<file path="src/rtl/mcn_pkg.sv">
`timescale 1ns / 1ps
// shared types and constants of the mesh cell normalizer
// no dependencies; used by every module in rtl but mcn_checker

package mcn_pkg;

  localparam int MCN_INDEX_WIDTH      = 32;
  localparam int MCN_MAX_CELL_INDICES = 255;
  localparam int MCN_QUEUE_DEPTH      = 4;
  localparam int MCN_MAX_RESULTS      = 8;
  localparam int MCN_BUF_DEPTH        = 8;

  // legacy shape codes
  localparam logic [7:0] SH_VERTEX      = 8'd1;
  localparam logic [7:0] SH_POLY_VERTEX = 8'd2;
  localparam logic [7:0] SH_LINE        = 8'd3;
  localparam logic [7:0] SH_POLY_LINE   = 8'd4;
  localparam logic [7:0] SH_TRIANGLE    = 8'd5;
  localparam logic [7:0] SH_STRIP       = 8'd6;
  localparam logic [7:0] SH_POLYGON     = 8'd7;
  localparam logic [7:0] SH_PIXEL       = 8'd8;
  localparam logic [7:0] SH_QUAD        = 8'd9;
  localparam logic [7:0] SH_TETRA       = 8'd10;
  localparam logic [7:0] SH_VOXEL       = 8'd11;
  localparam logic [7:0] SH_HEXAHEDRON  = 8'd12;
  localparam logic [7:0] SH_WEDGE       = 8'd13;
  localparam logic [7:0] SH_PYRAMID     = 8'd14;

  // one classified input word and the results it causes
  typedef struct packed {
    logic [3:0]                             nres;
    logic [3:0]                             shape;
    logic [7:0]                             count;
    logic [31:0]                            src_cell;
    logic                                   end_last;
    logic                                   bad;
    logic [MCN_MAX_RESULTS-1:0][31:0]       idx;
  } mcn_job_t;

endpackage

</file>
<file path="src/rtl/mcn_queue.sv">
`timescale 1ns / 1ps
// short job queue between front and back
// depends on mcn_pkg

module mcn_queue #(
  parameter int DEPTH = mcn_pkg::MCN_QUEUE_DEPTH
) (
  input  logic             clk,
  input  logic             rst_n,
  input  logic             push,
  input  mcn_pkg::mcn_job_t push_data,
  output logic             full,
  input  logic             pop,
  output logic             valid,
  output mcn_pkg::mcn_job_t pop_data
);

  localparam int PtrW = (DEPTH > 1) ? $clog2(DEPTH) : 1;
  localparam int CntW = $clog2(DEPTH + 1);

  mcn_pkg::mcn_job_t mem_r [DEPTH];
  logic [PtrW-1:0] wr_ptr_r, wr_ptr_nxt, rd_ptr_r, rd_ptr_nxt;
  logic [CntW-1:0] cnt_r, cnt_nxt;
  logic            do_push, do_pop;

  assign full     = (cnt_r == CntW'(DEPTH));
  assign valid    = (cnt_r != '0);
  assign pop_data = mem_r[rd_ptr_r];
  assign do_push  = push && !full;
  assign do_pop   = pop && valid;

  always_comb begin
    wr_ptr_nxt = wr_ptr_r;
    rd_ptr_nxt = rd_ptr_r;
    cnt_nxt    = cnt_r;
    if (do_push) begin
      wr_ptr_nxt = (wr_ptr_r == PtrW'(DEPTH - 1)) ? '0 : wr_ptr_r + PtrW'(1);
    end
    if (do_pop) begin
      rd_ptr_nxt = (rd_ptr_r == PtrW'(DEPTH - 1)) ? '0 : rd_ptr_r + PtrW'(1);
    end
    if (do_push && !do_pop) begin
      cnt_nxt = cnt_r + CntW'(1);
    end else if (do_pop && !do_push) begin
      cnt_nxt = cnt_r - CntW'(1);
    end
  end

  always_ff @(posedge clk) begin
    if (!rst_n) begin
      wr_ptr_r <= '0;
      rd_ptr_r <= '0;
      cnt_r    <= '0;
    end else begin
      wr_ptr_r <= wr_ptr_nxt;
      rd_ptr_r <= rd_ptr_nxt;
      cnt_r    <= cnt_nxt;
    end
  end

  always_ff @(posedge clk) begin
    if (do_push) begin
      mem_r[wr_ptr_r] <= push_data;
    end
  end

endmodule

</file>
<file path="src/rtl/mcn_front.sv">
`timescale 1ns / 1ps
// front end: accepts index words, tracks cell position, classifies shapes
// depends on mcn_pkg; feeds mcn_queue

module mcn_front #(
  parameter int INDEX_WIDTH      = mcn_pkg::MCN_INDEX_WIDTH,
  parameter int MAX_CELL_INDICES = mcn_pkg::MCN_MAX_CELL_INDICES
) (
  input  logic              clk,
  input  logic              rst_n,
  input  logic              in_valid,
  output logic              in_ready,
  input  logic [7:0]        in_shape,
  input  logic [7:0]        in_count,
  input  logic [31:0]       in_index,
  input  logic              q_full,
  output logic              q_push,
  output mcn_pkg::mcn_job_t q_data
);

  localparam logic [31:0] IdxMask = (INDEX_WIDTH >= 32) ? 32'hFFFF_FFFF :
                                    32'((64'd1 << INDEX_WIDTH) - 64'd1);
  localparam int BufAw = $clog2(mcn_pkg::MCN_BUF_DEPTH);

  logic [7:0]  pos_r, pos_nxt;
  logic [31:0] cell_r, cell_nxt;
  logic [31:0] ibuf_r [mcn_pkg::MCN_BUF_DEPTH];
  logic [31:0] prev1_r, prev2_r;
  logic [7:0]  cnt_clamp, cnt_eff;
  logic [31:0] idx_m;
  logic        last, accept, has_res;
  mcn_pkg::mcn_job_t job;

  assign in_ready = !q_full;
  assign accept   = in_valid && in_ready;
  assign idx_m    = in_index & IdxMask;
  assign q_push   = accept && has_res;
  assign q_data   = job;

  always_comb begin
    cnt_clamp = (32'(in_count) > 32'(MAX_CELL_INDICES)) ? 8'(MAX_CELL_INDICES) : in_count;
    cnt_eff   = (cnt_clamp == 8'd0) ? 8'd1 : cnt_clamp;
    last      = ({1'b0, pos_r} + 9'd1) >= {1'b0, cnt_eff};
  end

  // classify the word into the results it causes
  always_comb begin
    job          = '0;
    has_res      = 1'b0;
    job.src_cell = cell_r;
    job.shape    = in_shape[3:0];
    job.count    = cnt_eff;
    job.nres     = 4'd1;
    job.end_last = last;
    job.idx[0]   = idx_m;
    case (in_shape) inside
      mcn_pkg::SH_VERTEX, mcn_pkg::SH_LINE, mcn_pkg::SH_TRIANGLE, mcn_pkg::SH_QUAD,
      mcn_pkg::SH_TETRA, mcn_pkg::SH_HEXAHEDRON, mcn_pkg::SH_WEDGE,
      mcn_pkg::SH_PYRAMID, mcn_pkg::SH_POLY_LINE: begin
        has_res = 1'b1;
      end
      mcn_pkg::SH_POLYGON: begin
        has_res = 1'b1;
        if (cnt_eff == 8'd3) begin
          job.shape = mcn_pkg::SH_TRIANGLE[3:0];
        end else if (cnt_eff == 8'd4) begin
          job.shape = mcn_pkg::SH_QUAD[3:0];
        end
      end
      mcn_pkg::SH_POLY_VERTEX: begin
        has_res      = 1'b1;
        job.shape    = mcn_pkg::SH_VERTEX[3:0];
        job.count    = 8'd1;
        job.end_last = 1'b1;
      end
      mcn_pkg::SH_STRIP: begin
        has_res      = (pos_r >= 8'd2);
        job.shape    = mcn_pkg::SH_TRIANGLE[3:0];
        job.count    = 8'd3;
        job.nres     = 4'd3;
        job.end_last = 1'b1;
        if (pos_r[0]) begin
          job.idx[0] = prev2_r;
          job.idx[1] = prev1_r;
          job.idx[2] = idx_m;
        end else begin
          job.idx[0] = idx_m;
          job.idx[1] = prev1_r;
          job.idx[2] = prev2_r;
        end
      end
      mcn_pkg::SH_PIXEL: begin
        has_res      = (pos_r == 8'd3);
        job.shape    = mcn_pkg::SH_QUAD[3:0];
        job.count    = 8'd4;
        job.nres     = 4'd4;
        job.end_last = 1'b1;
        job.idx[0]   = ibuf_r[0];
        job.idx[1]   = ibuf_r[1];
        job.idx[2]   = idx_m;
        job.idx[3]   = ibuf_r[2];
      end
      mcn_pkg::SH_VOXEL: begin
        has_res      = (pos_r == 8'd7);
        job.shape    = mcn_pkg::SH_HEXAHEDRON[3:0];
        job.count    = 8'd8;
        job.nres     = 4'd8;
        job.end_last = 1'b1;
        job.idx[0]   = ibuf_r[0];
        job.idx[1]   = ibuf_r[1];
        job.idx[2]   = ibuf_r[3];
        job.idx[3]   = ibuf_r[2];
        job.idx[4]   = ibuf_r[4];
        job.idx[5]   = ibuf_r[5];
        job.idx[6]   = idx_m;
        job.idx[7]   = ibuf_r[6];
      end
      default: begin
        has_res      = (pos_r == 8'd0);
        job.shape    = '0;
        job.count    = '0;
        job.end_last = 1'b0;
        job.bad      = 1'b1;
        job.idx[0]   = '0;
      end
    endcase
  end

  always_comb begin
    pos_nxt  = pos_r;
    cell_nxt = cell_r;
    if (accept) begin
      if (last) begin
        pos_nxt  = '0;
        cell_nxt = cell_r + 32'd1;
      end else begin
        pos_nxt  = pos_r + 8'd1;
      end
    end
  end

  always_ff @(posedge clk) begin
    if (!rst_n) begin
      pos_r  <= '0;
      cell_r <= '0;
    end else begin
      pos_r  <= pos_nxt;
      cell_r <= cell_nxt;
    end
  end

  always_ff @(posedge clk) begin
    if (accept) begin
      ibuf_r[pos_r[BufAw-1:0]] <= idx_m;
      prev1_r                  <= idx_m;
      prev2_r                  <= prev1_r;
    end
  end

endmodule

</file>
<file path="src/rtl/mcn_back.sv">
`timescale 1ns / 1ps
// back end: plays queued jobs out one result word per cycle while out_ready is high
// depends on mcn_pkg; fed by mcn_queue

module mcn_back (
  input  logic              clk,
  input  logic              rst_n,
  input  logic              q_valid,
  input  mcn_pkg::mcn_job_t q_data,
  output logic              q_pop,
  output logic              out_valid,
  input  logic              out_ready,
  output logic [3:0]        out_shape,
  output logic [7:0]        out_count,
  output logic [31:0]       out_index,
  output logic [31:0]       out_cell,
  output logic              out_cell_end,
  output logic              out_run_last,
  output logic              out_bad
);

  logic              act_r, act_nxt;
  logic [3:0]        rem_r, rem_nxt;
  mcn_pkg::mcn_job_t job_r, job_nxt;
  logic              take, final_word, advance;

  assign take       = act_r && out_ready;
  assign final_word = (rem_r == 4'd1);
  assign advance    = !act_r || (take && final_word);
  assign q_pop      = advance && q_valid;

  assign out_valid    = act_r;
  assign out_shape    = job_r.shape;
  assign out_count    = job_r.count;
  assign out_index    = job_r.idx[0];
  assign out_cell     = job_r.src_cell;
  assign out_cell_end = job_r.end_last && final_word;
  assign out_run_last = final_word;
  assign out_bad      = job_r.bad;

  always_comb begin
    act_nxt = act_r;
    rem_nxt = rem_r;
    job_nxt = job_r;
    if (q_pop) begin
      act_nxt = 1'b1;
      rem_nxt = q_data.nres;
      job_nxt = q_data;
    end else if (advance) begin
      act_nxt = 1'b0;
    end else if (take) begin
      rem_nxt = rem_r - 4'd1;
      for (int i = 0; i < mcn_pkg::MCN_MAX_RESULTS - 1; i++) begin
        job_nxt.idx[i] = job_r.idx[i+1];
      end
    end
  end

  always_ff @(posedge clk) begin
    if (!rst_n) begin
      act_r <= 1'b0;
      rem_r <= '0;
    end else begin
      act_r <= act_nxt;
      rem_r <= rem_nxt;
    end
  end

  always_ff @(posedge clk) begin
    job_r <= job_nxt;
  end

endmodule

</file>
<file path="src/rtl/mesh_cell_normalizer_top.sv">
`timescale 1ns / 1ps
// path: an accepted word with results is written to the job queue, then the back end's job register
// throughput: one index word per cycle while the queue is not full; the output port moves
// one result word per cycle while out_tready is high; a strip triangle gives 3 words,
// a pixel 4 and a voxel 8; the job queue between front and back absorbs these bursts
// reset: synchronous active-low rst_n clears position, cell number and queue;
// the index buffer needs no clearing pass

module mesh_cell_normalizer_top #(
  parameter int INDEX_WIDTH      = mcn_pkg::MCN_INDEX_WIDTH,
  parameter int MAX_CELL_INDICES = mcn_pkg::MCN_MAX_CELL_INDICES,
  parameter int QUEUE_DEPTH      = mcn_pkg::MCN_QUEUE_DEPTH
) (
  input  logic        clk,
  input  logic        rst_n,
  input  logic        in_tvalid,
  output logic        in_tready,
  input  logic [39:0] in_tdata,   // index_count, point_index
  input  logic [7:0]  in_tuser,   // shape_code
  output logic        out_tvalid,
  input  logic        out_tready,
  output logic [79:0] out_tdata,  // out_shape, out_count, out_index, source_cell, zero pad
  output logic [1:0]  out_tuser,  // cell_end, bad_shape
  output logic        out_tlast
);

  mcn_pkg::mcn_job_t push_data, pop_data;
  logic              q_push, q_full, q_pop, q_valid;
  logic [3:0]        o_shape;
  logic [7:0]        o_count;
  logic [31:0]       o_index, o_cell;
  logic              o_end, o_last, o_bad;

  mcn_front #(
    .INDEX_WIDTH      (INDEX_WIDTH),
    .MAX_CELL_INDICES (MAX_CELL_INDICES)
  ) u_front (
    .clk      (clk),
    .rst_n    (rst_n),
    .in_valid (in_tvalid),
    .in_ready (in_tready),
    .in_shape (in_tuser),
    .in_count (in_tdata[7:0]),
    .in_index (in_tdata[39:8]),
    .q_full   (q_full),
    .q_push   (q_push),
    .q_data   (push_data)
  );

  mcn_queue #(
    .DEPTH (QUEUE_DEPTH)
  ) u_queue (
    .clk       (clk),
    .rst_n     (rst_n),
    .push      (q_push),
    .push_data (push_data),
    .full      (q_full),
    .pop       (q_pop),
    .valid     (q_valid),
    .pop_data  (pop_data)
  );

  mcn_back u_back (
    .clk          (clk),
    .rst_n        (rst_n),
    .q_valid      (q_valid),
    .q_data       (pop_data),
    .q_pop        (q_pop),
    .out_valid    (out_tvalid),
    .out_ready    (out_tready),
    .out_shape    (o_shape),
    .out_count    (o_count),
    .out_index    (o_index),
    .out_cell     (o_cell),
    .out_cell_end (o_end),
    .out_run_last (o_last),
    .out_bad      (o_bad)
  );

  assign out_tdata = {4'd0, o_cell, o_index, o_count, o_shape};
  assign out_tuser = {o_bad, o_end};
  assign out_tlast = o_last;

endmodule

</file>
<file path="config.mk">
export PLATFORM = sky130hd
export DESIGN_NAME = mesh_cell_normalizer_top
export DESIGN_NICKNAME = d
export VERILOG_FILES = /design/src/rtl/mcn_pkg.sv /design/src/rtl/mcn_queue.sv /design/src/rtl/mcn_front.sv /design/src/rtl/mcn_back.sv /design/src/rtl/mesh_cell_normalizer_top.sv
export SDC_FILE = /design/constraint.sdc
export NUM_CORES = 2
export LEC_CHECK = 0
export ABC_AREA = 1
export ABC_CLOCK_PERIOD_IN_PS = 18600
export BUFFER_PORTS_ARGS = -buffer_cell sky130_fd_sc_hd__buf_2
export CORE_MARGIN = 2
export CORE_UTILIZATION = 55
export CTS_CLUSTER_SIZE = 8
export DETAILED_ROUTE_END_ITERATION = 10
export PLACE_DENSITY = 0.71
export RECOVER_POWER = 50
export SLEW_MARGIN = 20
export SYNTH_ARGS = -nofsm -noshare
export SYNTH_HDL_FRONTEND = slang
export SYNTH_SLANG_ARGS = --single-unit
</file>
<file path="constraint.sdc">
create_clock -name clk -period 18.6 [get_ports clk]
set_input_delay 0.93 -clock clk [delete_from_list [all_inputs] [get_ports clk]]
set_output_delay 0.93 -clock clk [all_outputs]
set_load 0.05 [all_outputs]
</file>
==> key figures <==
Clocking
  – Skew-Pair Late Insertion Delay: 0.89 ns
  – CTS Buffer Depth: 4
  – H-tree Lvls: 5
  – CTS tree: built
  – Root buffer cell: clkbuf_16
  – Worst-path clk slew: 0.05 ns
  – TritonCTS Buffers: 283
  – Sink Count: 1868
  – Postcts setup bufs: 0
  – Post-CTS sizing: 0
  – Post-CTS Hold Fix Bufs: 0

Worst hold path
  – Hold path cells: 3
  – Hold Crit Class: input pin to flop
  – Hold path start: rst_n
  – Worst Hold Endpoint: u_queue.wr_ptr_r[1]

Floorplan
  – Die extent in x: 370 um
  – Die Span Y: 370 um
  – Core area: 133000 um2
  – Io pins: 137
  – Rows: 134
  – Die ar.: 137000 um2
  – Starting Density: 55.3%

Place
  – Hpwl dp: 86300 um
  – DP Area: 75100 um2
  – GP Congestion: 0.847
  – I/O Buffers: 132

Timing
  – Final worst path period need: 11.50 ns
  – F_max: 87.0 MHz
  – Hold Slack: 0.418 ns
  – Slew margin rel.: -444%
  – Worst Max-Slew Pin Slew: 8.16 ns
  – Setup-failing EPs final: 0
  – Final hold violation count: 0
  – Final Skew: 0.0570 ns
  – RSZ-0062 raised after global routing: no
  – Max-slew violation count: 1211
  – Crit share post-route: 61.8%
  – Setup TNS: 0 ns

Final layout
  – Final #Nets: 5910
  – Filler instances: 9827
  – Area Overhead vs Synth: 11.5%
  – Utilization after layout: 61.7%
  – Post-route cell area: 82200 um2
  – Most common cell after layout, fill and taps aside: edfxtp_1
  – Share of cells above drive strength 1: 7.61%
  – Leading cell types in the layout, fill and taps excluded: edfxtp_1 (1814), nor2_1 (1524), o21ai_0 (708)

Routing
  – WL final: 171000 um
  – Wl on met1: 68500 um
  – DR top layer: met5
  – Met2 routed WL: 83400 um
  – First-pass DRT Iterations: 6
  – Via density: 5.84
  – Post-route DRC: 0
  – Vias: 44757
  – Post-DRT Antenna Nets: 0
  – Post-DR wirelength/cell: 22.3 um
  – Met3 wire length: 15000 um
  – Drt initial violations: 5029

Worst setup path
  – Crit end category: flop
  – Worst EP required: 19.24 ns
  – WP data arrival: 12.13 ns
  – RR Endpoint: u_back.out_cell[1]
  – Reg-to-reg slack, setup: 7.10 ns
  – Worst-path fanout max: 146
  – R2r worst-path depth: 4
  – Critical Path Start Type: flop
  – CP Class: flop to flop

Pwr
  – Maximum vdd ir drop: 0.189 mV
  – Pwr/cell area: 164 nW/um2
  – Pleak: 29.3 nW

Global routing
  – Vias in the first global route: 44355
  – Initial antenna violation count: 8
  – GRT Total Usage: 25.0%
  – Largest net degree at the start of global routing: 319
  – GRT overflow: 0
  – First-pass GRT wire length: 260000 um

Outcome
  – Status: finished with violations
  – Failing checks: max-capacitance violations, max-slew violations

Yosys
  – Syn_area_per_cell: 12.8 um2
  – Synthesis warning total: 0
  – Register area share after synthesis: 75.3%
  – Mapped Area: 73800 um2
  – Synth cell types: 41
  – Cell count after synthesis: 5765
  – Synth Register Bits: 1868

Flow run
  – Max Cap Viol: 19
[kinds of logic after synthesis]
| family | after synthesis | synth area share (%) |
|---|---|---|
| buffers and inverters | 673 | 4.41 |
| AND/OR/NAND/NOR | 2047 | 11.0 |
| flip-flops | 1868 | 75.3 |
| adder cells (fa/ha/maj) | 21 | 0.366 |
| XOR/XNOR | 22 | 0.261 |
| other | 1 | 0.00508 |
| AO/OA/AOI/OAI | 1133 | 8.58 |
[registers in the layout, indices dropped and copies added (netlist names), 2 cells and up, named ones only]
register          count
u_front.cell_r       32
u_front.prev1_r      32
u_queue.rd_ptr_r      2
u_back.out_index     32
u_back.out_count      8
u_queue.cnt_r         3
u_front.pos_r         8
u_front.prev2_r      32
u_back.rem_r          4
u_back.job_r        225
u_queue.wr_ptr_r      2
u_front.ibuf_r      224
u_back.out_cell      32
u_queue.mem_r      1224
u_back.out_shape      4
[cell usage after synthesis, drive strengths merged]
| master | instances | area (um2) |
|---|---|---|
| edfxtp | 1814 | 54500 |
| nor2 | 1544 | 5860 |
| o21ai | 724 | 3630 |
| nand2 | 388 | 1500 |
| buf | 282 | 1780 |
| inv | 265 | 997 |
| a31oi | 226 | 1410 |
| clkbuf | 125 | 469 |
| nand3 | 90 | 621 |
| o22ai | 79 | 494 |
| a21oi | 64 | 444 |
| dfxtp | 54 | 1080 |
| a22o | 33 | 289 |
| ha | 20 | 250 |
| xor2 | 17 | 149 |
| nand3b | 12 | 90.1 |
| nand4 | 12 | 75.1 |
| o211ai | 5 | 37.5 |
| xnor2 | 5 | 43.8 |
| a32o | 1 | 10.0 |
| clkinv | 1 | 3.75 |
| conb | 1 | 3.75 |
| fa | 1 | 20.0 |
| nor3 | 1 | 5.00 |
| o211a | 1 | 10.0 |
[how the worst max path moves through the flow]
stage,from,to,slack (ns)
after floorplan,u_queue.cnt_r[1],u_queue.mem_r[0][0],2.48
after global placement,in_tuser[7],u_queue.mem_r[0][86],11.83
after detailed placement,in_tuser[7],u_queue.mem_r[0][86],11.80
after CTS,in_tuser[7],u_queue.mem_r[2][41],12.69
after global routing,flop,u_back.out_cell[1],6.53
final,flop,u_back.out_cell[1],7.10
[worst max-delay path: stages (launching register included)]
cell and delay, ns:
dfxtp_1 0.76, clkinvlp_2 2.87, clkbuf_1 5.90, o21ai_0 1.06, o22ai_1 0.59
[metal layers]
metal / GRT usage [%] / up-vias
li1: - / 20382
met1: 33.6 / 22028
met2: 41.4 / 2028
met3: 4.76 / 313
met4: 7.60 / 6
met5: 0 / -
[layout make-up]
type | instances | area (um2) | share of cell area [%]
Tap cell | 1768 | 2210 | 2.69
Multi-Input combinational cell | 3227 | 15000 | 18.2
Timing Repair Buffer | 191 | 1010 | 1.23
Clock buffer | 329 | 7360 | 8.95
Inverter | 266 | 1020 | 1.24
Antenna cell | 1 | 2.50 | 0.00304
Clock inverter | 9 | 91.3 | 0.111
Sequential cell | 1868 | 55600 | 67.6
[per-stage QoR]
stage | setup WS, ns | cells | total power (W)
detailed placement | 11.80 | 7319 | 0.00912
CTS | 12.69 | 7657 | 0.0135
finish | 7.10 | 7659 | 0.0135
floorplan | 2.48 | 5768 | 0.00849
global route | 6.53 | 7659 | 0.0141
global placement | 11.83 | 7319 | 0.00903
[power by group]
group          internal, W  leakage (nW)  switching, W
logic             0.000831          7.23       0.00242
clock network      0.00273          3.64       0.00164
registers          0.00561          18.4      0.000256
(Power assumes the default switching activity.)
